==> config.mk <==
export PLATFORM = sky130hd
export DESIGN_NAME = keyed_gain_table_lru_replace
export DESIGN_NICKNAME = d
export VERILOG_FILES = /design/src/rtl/kgt_pkg.sv /design/src/rtl/keyed_gain_table_lru_replace.sv /design/src/rtl/kgt_store.sv /design/src/rtl/kgt_cmp.sv
export SDC_FILE = /design/constraint.sdc
export NUM_CORES = 2
export LEC_CHECK = 0
export BUFFER_PORTS_ARGS = -buffer_cell sky130_fd_sc_hd__buf_4
export CAP_MARGIN = 25
export CELL_PAD_IN_SITES_DETAIL_PLACEMENT = 1
export CELL_PAD_IN_SITES_GLOBAL_PLACEMENT = 1
export CORE_MARGIN = 2
export CORE_UTILIZATION = 35
export CTS_CLUSTER_DIAMETER = 40
export DETAILED_ROUTE_END_ITERATION = 8
export MAX_ROUTING_LAYER = met4
export PLACE_DENSITY = 0.6
export SKIP_LAST_GASP = 1
export SYNTH_ARGS = -nofsm -noshare
export SYNTH_HDL_FRONTEND = slang
export SYNTH_SLANG_ARGS = --single-unit
export TNS_END_PERCENT = 100
==> constraint.sdc <==
create_clock -name i_clk -period 28.6 [get_ports i_clk]
set_input_delay 5.72 -clock i_clk [delete_from_list [all_inputs] [get_ports i_clk]]
set_output_delay 5.72 -clock i_clk [all_outputs]
set_load 0.02 [all_outputs]
==> src/rtl/kgt_pkg.sv <==
package kgt_pkg;

    localparam int TABLE_DEPTH = 16;
    localparam int IDX_W       = $clog2(TABLE_DEPTH);
    localparam int CNT_W       = $clog2(TABLE_DEPTH + 1);
    localparam int KEY_W       = 64;
    localparam int GAIN_W      = 16;
    localparam int TIME_W      = 64;
    localparam int OCC_W       = 5;
    localparam int GEN_W       = 32;
    localparam int CMD_W       = 2;

    localparam logic [GAIN_W-1:0] UNITY_GAIN = GAIN_W'(16384);
    localparam logic [GEN_W-1:0]  GEN_RESET  = GEN_W'(1);

    typedef enum logic [CMD_W-1:0] {
        CMD_UPDATE   = 2'd0,
        CMD_REMOVE   = 2'd1,
        CMD_LOOKUP   = 2'd2,
        CMD_SNAPSHOT = 2'd3
    } t_cmd;

    typedef struct packed {
        logic [KEY_W-1:0]  key;
        logic [GAIN_W-1:0] gain;
        logic              mute;
        logic [TIME_W-1:0] stamp;
    } t_entry;

    typedef struct packed {
        logic             en;
        logic             clr;
        logic [IDX_W-1:0] idx;
        t_entry           data;
    } t_wr;

    typedef struct packed {
        logic match;
        logic older;
    } t_cmp;

endpackage

==> src/rtl/keyed_gain_table_lru_replace.sv <==
// Keyed gain table: 16 entries of {key, gain, mute, time}, replaced by oldest time.
// Request channel: i_in_valid / o_in_ready carry command, key, gain, mute, now.
// Result channel: o_out_valid / i_out_ready carry ok, entry fields, occupied and
// change counts, and last.
// One request is worked at a time; o_in_ready is high only while the sequencer idles.
// Update, remove and lookup with a nonzero key walk all entries through one shared
// compare unit, one entry per cycle, then act: the result is registered in the act
// step, which waits for a free output register, and the block takes a new request
// the cycle after that act. A zero key or an empty snapshot skips the walk and goes
// straight to the act step, with ok low.
// Snapshot reads one entry index per cycle, holding while an occupied entry waits for
// a free output register, and emits each occupied entry as it is reached.
// The single output register holds a result until taken; a stalled receiver freezes
// the act step, or holds the snapshot walk at an occupied entry; nothing is dropped.
// Reset (synchronous, active low) empties the table through per-entry valid
// bits at once, sets the occupied count to 0 and the change counter to 1.
module keyed_gain_table_lru_replace (
    input  logic                            i_clk,
    input  logic                            i_rst_n,
    input  logic                            i_in_valid,
    output logic                            o_in_ready,
    input  logic [kgt_pkg::CMD_W-1:0]       i_command,
    input  logic [kgt_pkg::KEY_W-1:0]       i_key,
    input  logic [kgt_pkg::GAIN_W-1:0]      i_gain,
    input  logic                            i_mute,
    input  logic [kgt_pkg::TIME_W-1:0]      i_now,
    output logic                            o_out_valid,
    input  logic                            i_out_ready,
    output logic                            o_ok,
    output logic [kgt_pkg::KEY_W-1:0]       o_entry_key,
    output logic [kgt_pkg::GAIN_W-1:0]      o_entry_gain,
    output logic                            o_entry_mute,
    output logic [kgt_pkg::TIME_W-1:0]      o_entry_time,
    output logic [kgt_pkg::OCC_W-1:0]       o_occupied_count,
    output logic [kgt_pkg::GEN_W-1:0]       o_change_count,
    output logic                            o_last
);

    typedef enum logic [1:0] {
        S_IDLE,
        S_SCAN,
        S_SNAP,
        S_ACT
    } t_state;

    localparam logic [kgt_pkg::IDX_W-1:0] LAST_IDX = kgt_pkg::IDX_W'(kgt_pkg::TABLE_DEPTH - 1);

    t_state r_state, n_state;
    logic [kgt_pkg::IDX_W-1:0]  r_idx, n_idx;
    kgt_pkg::t_cmd              r_cmd, n_cmd;
    logic [kgt_pkg::KEY_W-1:0]  r_key, n_key;
    logic [kgt_pkg::GAIN_W-1:0] r_gain, n_gain;
    logic                       r_mute, n_mute;
    logic [kgt_pkg::TIME_W-1:0] r_now, n_now;
    logic                       r_nop, n_nop;
    logic                       r_hit, n_hit;
    logic [kgt_pkg::IDX_W-1:0]  r_hit_idx, n_hit_idx;
    logic                       r_free, n_free;
    logic [kgt_pkg::IDX_W-1:0]  r_free_idx, n_free_idx;
    logic [kgt_pkg::IDX_W-1:0]  r_old_idx, n_old_idx;
    logic [kgt_pkg::TIME_W-1:0] r_old_time, n_old_time;
    logic [kgt_pkg::CNT_W-1:0]  r_count, n_count;
    logic [kgt_pkg::GEN_W-1:0]  r_gen, n_gen;

    logic                       r_out_valid, n_out_valid;
    logic                       r_ok, n_ok;
    kgt_pkg::t_entry            r_out_entry, n_out_entry;
    logic [kgt_pkg::OCC_W-1:0]  r_occ, n_occ;
    logic [kgt_pkg::GEN_W-1:0]  r_chg, n_chg;
    logic                       r_last, n_last;

    kgt_pkg::t_wr               wr;
    logic [kgt_pkg::IDX_W-1:0]  rd_idx;
    kgt_pkg::t_entry            rd_entry;
    logic                       rd_valid;
    logic [kgt_pkg::TABLE_DEPTH-1:0] valid_vec;
    kgt_pkg::t_cmp              cmp;
    logic                       out_free;
    logic                       has_higher;

    assign rd_idx = (r_state == S_ACT) ? r_hit_idx : r_idx;

    kgt_store u_store (
        .i_clk      (i_clk),
        .i_rst_n    (i_rst_n),
        .i_wr       (wr),
        .i_rd_idx   (rd_idx),
        .o_rd       (rd_entry),
        .o_rd_valid (rd_valid),
        .o_valid    (valid_vec)
    );

    kgt_cmp u_cmp (
        .i_entry       (rd_entry),
        .i_entry_valid (rd_valid),
        .i_key         (r_key),
        .i_best_time   (r_old_time),
        .o_res         (cmp)
    );

    assign out_free = !r_out_valid || i_out_ready;

    // any occupied entry beyond the current snapshot index
    always_comb begin
        has_higher = 1'b0;
        for (int j = 0; j < kgt_pkg::TABLE_DEPTH; j++) begin
            if (valid_vec[j] && (kgt_pkg::IDX_W'(j) > r_idx)) begin
                has_higher = 1'b1;
            end
        end
    end

    always_comb begin
        n_state     = r_state;
        n_idx       = r_idx;
        n_cmd       = r_cmd;
        n_key       = r_key;
        n_gain      = r_gain;
        n_mute      = r_mute;
        n_now       = r_now;
        n_nop       = r_nop;
        n_hit       = r_hit;
        n_hit_idx   = r_hit_idx;
        n_free      = r_free;
        n_free_idx  = r_free_idx;
        n_old_idx   = r_old_idx;
        n_old_time  = r_old_time;
        n_count     = r_count;
        n_gen       = r_gen;
        n_out_valid = r_out_valid;
        n_ok        = r_ok;
        n_out_entry = r_out_entry;
        n_occ       = r_occ;
        n_chg       = r_chg;
        n_last      = r_last;
        wr          = '0;

        if (r_out_valid && i_out_ready) begin
            n_out_valid = 1'b0;
        end

        unique case (r_state)
            S_IDLE: begin
                if (i_in_valid) begin
                    n_cmd  = kgt_pkg::t_cmd'(i_command);
                    n_key  = i_key;
                    n_gain = i_gain;
                    n_mute = i_mute;
                    n_now  = i_now;
                    n_idx  = '0;
                    n_hit  = 1'b0;
                    n_free = 1'b0;
                    if (kgt_pkg::t_cmd'(i_command) == kgt_pkg::CMD_SNAPSHOT) begin
                        n_nop   = (valid_vec == '0);
                        n_state = (valid_vec == '0) ? S_ACT : S_SNAP;
                    end else begin
                        n_nop   = (i_key == '0);
                        n_state = (i_key == '0) ? S_ACT : S_SCAN;
                    end
                end
            end
            S_SCAN: begin
                if (cmp.match && !r_hit) begin
                    n_hit     = 1'b1;
                    n_hit_idx = r_idx;
                end
                if (!rd_valid && !r_free) begin
                    n_free     = 1'b1;
                    n_free_idx = r_idx;
                end
                // strict compare keeps the lowest index on a tie
                if ((r_idx == '0) || cmp.older) begin
                    n_old_idx  = r_idx;
                    n_old_time = rd_entry.stamp;
                end
                if (r_idx == LAST_IDX) begin
                    n_state = S_ACT;
                end else begin
                    n_idx = r_idx + 1'b1;
                end
            end
            S_SNAP: begin
                if (!rd_valid) begin
                    n_idx = r_idx + 1'b1;
                end else if (out_free) begin
                    n_out_valid = 1'b1;
                    n_ok        = 1'b1;
                    n_out_entry = rd_entry;
                    n_occ       = kgt_pkg::OCC_W'(r_count);
                    n_chg       = r_gen;
                    n_last      = !has_higher;
                    if (has_higher) begin
                        n_idx = r_idx + 1'b1;
                    end else begin
                        n_state = S_IDLE;
                    end
                end
            end
            S_ACT: begin
                if (out_free) begin
                    n_ok        = 1'b0;
                    n_out_entry = '0;
                    if (!r_nop) begin
                        unique case (r_cmd)
                            kgt_pkg::CMD_UPDATE: begin
                                wr.en         = 1'b1;
                                wr.data.key   = r_key;
                                wr.data.gain  = r_gain;
                                wr.data.mute  = r_mute;
                                wr.data.stamp = r_now;
                                if (r_hit) begin
                                    wr.idx = r_hit_idx;
                                end else if (r_free) begin
                                    wr.idx  = r_free_idx;
                                    n_count = r_count + 1'b1;
                                end else begin
                                    wr.idx = r_old_idx;
                                end
                                n_gen = r_gen + 1'b1;
                                n_ok  = 1'b1;
                            end
                            kgt_pkg::CMD_REMOVE: begin
                                if (r_hit) begin
                                    wr.clr = 1'b1;
                                    wr.idx = r_hit_idx;
                                    if (r_count != '0) begin
                                        n_count = r_count - 1'b1;
                                    end
                                    n_gen = r_gen + 1'b1;
                                    n_ok  = 1'b1;
                                end
                            end
                            kgt_pkg::CMD_LOOKUP: begin
                                n_ok = r_hit;
                                if (r_hit) begin
                                    n_out_entry = rd_entry;
                                end
                            end
                            default: begin
                                n_ok = 1'b0;
                            end
                        endcase
                    end
                    n_out_valid = 1'b1;
                    n_occ       = kgt_pkg::OCC_W'(n_count);
                    n_chg       = n_gen;
                    n_last      = 1'b1;
                    n_state     = S_IDLE;
                end
            end
            default: begin
                n_state = S_IDLE;
            end
        endcase
    end

    always_ff @(posedge i_clk) begin
        if (!i_rst_n) begin
            r_state     <= S_IDLE;
            r_count     <= '0;
            r_gen       <= kgt_pkg::GEN_RESET;
            r_out_valid <= 1'b0;
        end else begin
            r_state     <= n_state;
            r_count     <= n_count;
            r_gen       <= n_gen;
            r_out_valid <= n_out_valid;
        end
        r_idx       <= n_idx;
        r_cmd       <= n_cmd;
        r_key       <= n_key;
        r_gain      <= n_gain;
        r_mute      <= n_mute;
        r_now       <= n_now;
        r_nop       <= n_nop;
        r_hit       <= n_hit;
        r_hit_idx   <= n_hit_idx;
        r_free      <= n_free;
        r_free_idx  <= n_free_idx;
        r_old_idx   <= n_old_idx;
        r_old_time  <= n_old_time;
        r_ok        <= n_ok;
        r_out_entry <= n_out_entry;
        r_occ       <= n_occ;
        r_chg       <= n_chg;
        r_last      <= n_last;
    end

    assign o_in_ready       = (r_state == S_IDLE);
    assign o_out_valid      = r_out_valid;
    assign o_ok             = r_ok;
    assign o_entry_key      = r_out_entry.key;
    assign o_entry_gain     = r_out_entry.gain;
    assign o_entry_mute     = r_out_entry.mute;
    assign o_entry_time     = r_out_entry.stamp;
    assign o_occupied_count = r_occ;
    assign o_change_count   = r_chg;
    assign o_last           = r_last;

    a_busy_after_request: assert property (@(posedge i_clk) disable iff (!i_rst_n)
        i_in_valid && o_in_ready |=> r_state != S_IDLE)
        else $error("sequencer still idle after taking a request");

    a_count_matches_valid: assert property (@(posedge i_clk) disable iff (!i_rst_n)
        r_count == kgt_pkg::CNT_W'($countones(valid_vec)))
        else $error("occupied count out of step with valid bits");

    a_gen_single_step: assert property (@(posedge i_clk) disable iff (!i_rst_n)
        r_gen != $past(r_gen) |-> r_gen == $past(r_gen) + 1'b1)
        else $error("change counter moved by more than one");

    a_table_write_only_in_act: assert property (@(posedge i_clk) disable iff (!i_rst_n)
        (wr.en || wr.clr) |-> (r_state == S_ACT) && out_free)
        else $error("table written outside the act step");

endmodule

==> src/rtl/kgt_store.sv <==
module kgt_store (
    input  logic                             i_clk,
    input  logic                             i_rst_n,
    input  kgt_pkg::t_wr                     i_wr,
    input  logic [kgt_pkg::IDX_W-1:0]        i_rd_idx,
    output kgt_pkg::t_entry                  o_rd,
    output logic                             o_rd_valid,
    output logic [kgt_pkg::TABLE_DEPTH-1:0]  o_valid
);

    logic [kgt_pkg::KEY_W-1:0]  r_key   [kgt_pkg::TABLE_DEPTH];
    logic [kgt_pkg::GAIN_W-1:0] r_gain  [kgt_pkg::TABLE_DEPTH];
    logic                       r_mute  [kgt_pkg::TABLE_DEPTH];
    logic [kgt_pkg::TIME_W-1:0] r_stamp [kgt_pkg::TABLE_DEPTH];
    logic [kgt_pkg::TABLE_DEPTH-1:0] r_valid;

    always_ff @(posedge i_clk) begin
        if (!i_rst_n) begin
            r_valid <= '0;
        end else if (i_wr.en) begin
            r_valid[i_wr.idx] <= 1'b1;
        end else if (i_wr.clr) begin
            r_valid[i_wr.idx] <= 1'b0;
        end
    end

    always_ff @(posedge i_clk) begin
        if (i_wr.en) begin
            r_key[i_wr.idx]   <= i_wr.data.key;
            r_gain[i_wr.idx]  <= i_wr.data.gain;
            r_mute[i_wr.idx]  <= i_wr.data.mute;
            r_stamp[i_wr.idx] <= i_wr.data.stamp;
        end
    end

    // an entry that is not valid reads as key 0, unity gain, unmuted and time 0
    always_comb begin
        o_rd_valid = r_valid[i_rd_idx];
        if (o_rd_valid) begin
            o_rd.key   = r_key[i_rd_idx];
            o_rd.gain  = r_gain[i_rd_idx];
            o_rd.mute  = r_mute[i_rd_idx];
            o_rd.stamp = r_stamp[i_rd_idx];
        end else begin
            o_rd.key   = '0;
            o_rd.gain  = kgt_pkg::UNITY_GAIN;
            o_rd.mute  = 1'b0;
            o_rd.stamp = '0;
        end
    end

    assign o_valid = r_valid;

endmodule

==> src/rtl/kgt_cmp.sv <==
module kgt_cmp (
    input  kgt_pkg::t_entry             i_entry,
    input  logic                        i_entry_valid,
    input  logic [kgt_pkg::KEY_W-1:0]   i_key,
    input  logic [kgt_pkg::TIME_W-1:0]  i_best_time,
    output kgt_pkg::t_cmp               o_res
);

    assign o_res.match = i_entry_valid && (i_entry.key == i_key);
    assign o_res.older = i_entry.stamp < i_best_time;

endmodule
; Word level (Yosys, flattened, before mapping)
; Memories as Yosys holds them, arrays and structs flattened.
; Cells that the tools add are included.
[totals]
ff_bits = 470
mem_count = 4
ramBits = 2320
in_bits = 151
word_cells = 220
[mem_list]
columns = memory, words, width, read_ports, rd_ports_with_merged_regs, write_ports, line
row1 = u_store.r_key, 16, 64, 1, 0, 1, kgt_store.sv:11  ; logic [kgt_pkg::KEY_W-1:0] r_key [kgt_pkg::TABLE_DEPTH];
row2 = u_store.r_stamp, 16, 64, 1, 0, 1, kgt_store.sv:14  ; logic [kgt_pkg::TIME_W-1:0] r_stamp [kgt_pkg::TABLE_DEPTH];
row3 = u_store.r_gain, 16, 16, 1, 0, 1, kgt_store.sv:12  ; logic [kgt_pkg::GAIN_W-1:0] r_gain [kgt_pkg::TABLE_DEPTH];
row4 = u_store.r_mute, 16, 1, 1, 0, 1, kgt_store.sv:13  ; logic r_mute [kgt_pkg::TABLE_DEPTH];
[op_classes]
eq_ne = 19
n_reduce_logical = 48
order_cmp = 20
addsub = 4
n_mux = 96
bitwise = 3
[ops]
columns = op, n
row1 = $mux 145, 8
row2 = $mux 151, 3
row3 = $pmux 145 s2, 1
row4 = $mux 32, 5
row5 = $pmux 32 s2, 2
row6 = $eq 64x64->1, 1
row7 = $logic_not 64->1, 1
row8 = $lt 64x64->1, 1
row9 = $mux 5, 9
row10 = $mux 1, 37
row11 = $add 32x1->32 const B, 1
row12 = $gt 4x4->1 const A, 8
row13 = $mux 16, 2
row14 = $mux 4, 8
row15 = $logic_and 1x1->1, 21
row16 = $pmux 5 s2, 2
row17 = $ne 2x2->1 const B, 9
row18 = $and 16x16->16, 1
row19 = $gt 3x4->1 const A, 4
row20 = $logic_not 16->1, 1
row21 = $mux 2, 8
row22 = $not 16->16, 1
row23 = $or 16x16->16, 1
row24 = $pmux 4 s3, 1
row25 = 29 further kinds, 54

; Logic depth before layout (Yosys ltp)
[logic_depth]
word_depth = 22
ltp_mapped = 29
mapped_depth_nobuf = 20

; Hierarchy
; A second synthesis with hierarchy kept.
[unflattened]
cells_unflattened = 5229
hier_area_um2 = 108083.7
[modules_own_cells]
columns = mod, instances, cells_each, seq_area_each_um2, area_each_um2
row1 = kgt_store, 1, 3642, 69987.1, 87513.9
row2 = keyed_gain_table_lru_replace, 1, 1266, 13232.7, 18258.8
row3 = kgt_cmp, 1, 321, 0.0, 2311.0

; Least setup slack after synthesis
; No wires, ideal clock.
[synth_timing]
path_kind = input to register
startpoint = in i_out_ready
endpoint = reg with a tool-made name
stages = 6
setup_ns = 0.103
setup_slack_ns = 11.302
arrival_ns = 17.195
cell_sequence = nor2b_1 > or3_1 > nor2_1 > nand2_1 > nor3_1 > o21a_1
[synth_lines]
columns = element, line
row1 = "start, declared", keyed_gain_table_lru_replace.sv:28  ; input logic i_out_ready,

; Worst setup path in the final report
[layout_timing]
startpoint = in i_out_ready
endpoint = mem u_store.r_stamp[6][31] in the netlist's numbering (enable)
[layout_between]
elab_chain_cells = 5
[layout_rtl]
columns = element, line
row1 = $logic_or 1x1->1 (*), keyed_gain_table_lru_replace.sv:101  ; assign out_free = !r_out_valid || i_out_ready;
row2 = $mux 151 (*), keyed_gain_table_lru_replace.sv:200  ; if (out_free) begin
row3 = $mux 151 (*), keyed_gain_table_lru_replace.sv:142  ; unique case (r_state)
row4 = $mux 1, kgt_store.sv:28  ; if (i_wr.en) begin
row5 = $mux 1 (not written as such), kgt_store.sv:32  ; r_stamp[i_wr.idx] <= i_wr.data.stamp;
row6 = "end, declared", kgt_store.sv:14
; Mark *: on every way between the ends. The rest lies on a longest branch, timed or not.

==> run summary <==
status - complete, no violations
# clock sinks - 2,790
post-route clock period utilization - 0.356
average routed wire per standard cell - 29.3 microns
clock transition at the registers of the reported paths - 0.05 ns
Post-synth EDFFs - 2,734
critical path's largest stage delay - 0.82 ns
multi-input logic area - 31,400 sq um
Ys Warns - 0
DRT Pass-1 Iters - 7
most frequent cell after synthesis - edfxtp_1
top cells by count, synth - edfxtp_1, nand2_1, nand3_1
initial DRC count - 8,019
vias - 83,145
CP cell instances - buf_4 -> nand2b_1 -> nand2_1 -> nor2_4 -> buf_4 -> nand2_1 -> or2_2 -> nor2_4 -> buf_4 -> buf_4 -> buf_4
postcts setup bufs - 0
Most used DFF post-synth - edfxtp_1
hold_buf cts - 0
Routed WL - 422 mm
Die Area - 341,000 sq um
Worst VDD drop - 0.0000880 V
RD Place Congestion - 0.836
Tightest Pin Transition - 1.16 ns
fillers - 34,202
Nets - 9,850
final instance area - 140,000 sq um
leakage - 0.0504 uW
Fin Setup TNS - 0 ns
Reg area - 83,200 sq um
Rows - 212
kind of critical path - in2reg
Via-to-Cell Ratio - 5.77
P&R area growth vs syn - 19.4%
Max Freq - 98.2 MHz
largest cells by area after synthesis - edfxtp_1, nand2_1, nand3_1
Yosys top cell by area - edfxtp_1
initial antenna violation count - 27
Core Footprint - 334,000 sq um
share of the synthesized area in the top cell type - 0.698
antenna viol nets, final - 0
Worst Path Required - 29.18 ns
CTS H-tree lvls - 5
DP Area - 125,000 sq um
share of cells above drive strength 1 - 0.147
clk buf depth - 4
crit path DAT - 10.76 ns
post-synth net total - 9,511
Final Setup Violations - 0
Hold Path Class - reg2reg
mapped cell area - 118,000 sq um
max_slew headroom - 0.226
fin. max-slew vios - 0
clk root buf - clkbuf_16
Initial Util - 0.352
Mean Syn Cell Area - 12.7 sq um
Power per Cell Area - 107 nW/um^2
grt total ovfl - 0
Most Crowded Layer GR - met2
Die Ht - 584 microns
grt met2 use - 0.397
Post-route DRC - 0
Seq/Total Area, Yosys - 0.708
global-route wire length before repair - 604 mm
CP startpoint kind - primary input
crit-path max FO - 61
crit end category - flop
Worst Setup SP - i_out_ready
Top cell by count, worst path - buf_4
global routing usage on met3 - 0.0289
Die W - 584 microns
ys async rst share - 0
CP max stage cell - buf_4
Port Buf Inserts - 336
routing usage on met1 - 0.328
number of global-route vias before repair - 85,341
r2r startpoint - r_state[0]
DPL Wire Length - 236 mm
largest net degree at the start of global routing - 189
clock latency on the worst-skew pair - 0.99 ns
CTS tree - yes
Netlist cell types - 103
minimum clock period - 10.18 ns
Post-Syn Instances - 9,280
post-CTS sizing - 0
CTS buffer count - 446
MaxCap Viol Count - 0
RSZ-0062 raised after global routing - no
final setup skew - 0.0426 ns
Top Ports - 337
Final Hold Vio Count - 0
Yosys reg bits - 2,790
Tot GR Track Use - 0.248
## through the flow
stage / hold slack [ns] / power [uW] / cells / setup WS [ns] / utilization
finish: 0.539 / 15100 / 14409 / 18.42 / 0.420
global route: 0.555 / 15600 / 14402 / 18.21 / 0.420
global placement: 0.518 / 9430 / 13552 / 17.43 / 0.374
floorplan: 0.462 / 7510 / 9280 / 11.30 / -
detailed placement: 0.519 / 9510 / 13557 / 17.39 / 0.374
CTS: 0.533 / 15100 / 14395 / 18.43 / 0.420
## layout make-up
| type | count | area share |
|---|---|---|
| sequential | 2790 | 0.593 |
| multi-input combinational | 5744 | 0.224 |
| clock buffer | 500 | 0.0819 |
| tap | 4387 | 0.0391 |
| timing repair buffer | 538 | 0.0307 |
| clock inverter | 338 | 0.0288 |
| inverter | 99 | 0.00268 |
| antenna | 13 | 0.000232 |
## sequential cells by signal (all words and copies together) (netlist names), 2 cells and up, named ones only
name              cells
r_cmd                 2
r_count               5
r_free_idx            4
o_change_count       32
r_now                64
u_store.r_stamp    1024
u_store.r_key      1024
r_idx                 4
o_entry_gain         16
r_key                64
u_store.r_gain      256
r_old_idx             4
u_store.r_mute       16
r_gain               16
r_gen                32
r_state               2
r_hit_idx             4
o_entry_time         64
r_old_time           64
o_occupied_count      5
o_entry_key          64
## placed cells by master (no fill, tap or decap), types with 29 or more instances in the layout
master	netlist	layout
edfxtp_1	2734	2734
nand2_1	1912	1910
nand3_1	651	651
buf_4	30	514
a21oi_1	494	493
clkbuf_16	0	452
nor2_1	423	407
o21ai_0	271	270
and3_1	242	242
a211oi_1	228	228
a311oi_1	211	210
nor2b_1	155	153
o22ai_1	119	119
inv_1	95	94
nor3_1	82	78
ha_1	80	78
a31o_2	71	71
o211ai_1	70	70
bufinv_16	0	66
clkinvlp_4	0	58
dfxtp_1	56	56
clkinv_1	2	51
a31oi_1	48	48
clkinv_2	0	48
clkbuf_1	350	48
inv_6	0	46
clkinv_4	0	45
a22oi_1	43	43
a21o_1	41	41
nand4_1	38	38
a22o_1	36	36
or3_1	33	33
a21boi_0	32	32
or2_2	31	31
mux2i_1	29	29
## power breakdown
group	internal (uW)	switching, uW
logic	1220	3400
registers	4710	156
clock network	3520	2070
## worst paths after layout
kind                                                to  slack [ns]  cells after the start
worst max-delay path            u_store.r_stamp[6][31]       18.42                     11
worst min-delay path                              flop        0.54                      2
worst max register to register           r_old_time[9]       19.79                     22
worst min register to register                    flop        0.54                      2
## kinds of logic (layout without fill, tap and decap cells)
group | count (synthesis) | in the layout | synth area share
compound gates | 1875 | 1875 | 0.107
xor+xnor | 24 | 24 | 0.00179
simple gates | 3713 | 3713 | 0.142
other cells | 0 | 13 | 0
flops | 2790 | 2790 | 0.708
buf+inv | 746 | 1475 | 0.0278
mux | 52 | 52 | 0.00544
fa+ha+maj | 80 | 80 | 0.00851
## worst max-delay path, delay by kind of cell
family	cells	cell delay [ns]
buffers and inverters	5	3.26
AND/OR/NAND/NOR	6	1.63
## routing by layer
layer	part of all wire	vias up	wire length, microns
li1	-	35737	-
met1	0.43	43352	181000
met2	0.47	3320	201000
met3	0.065	736	27500
met4	0.032	0	13500
met5	0	-	0
(Power assumes the default switching activity.)
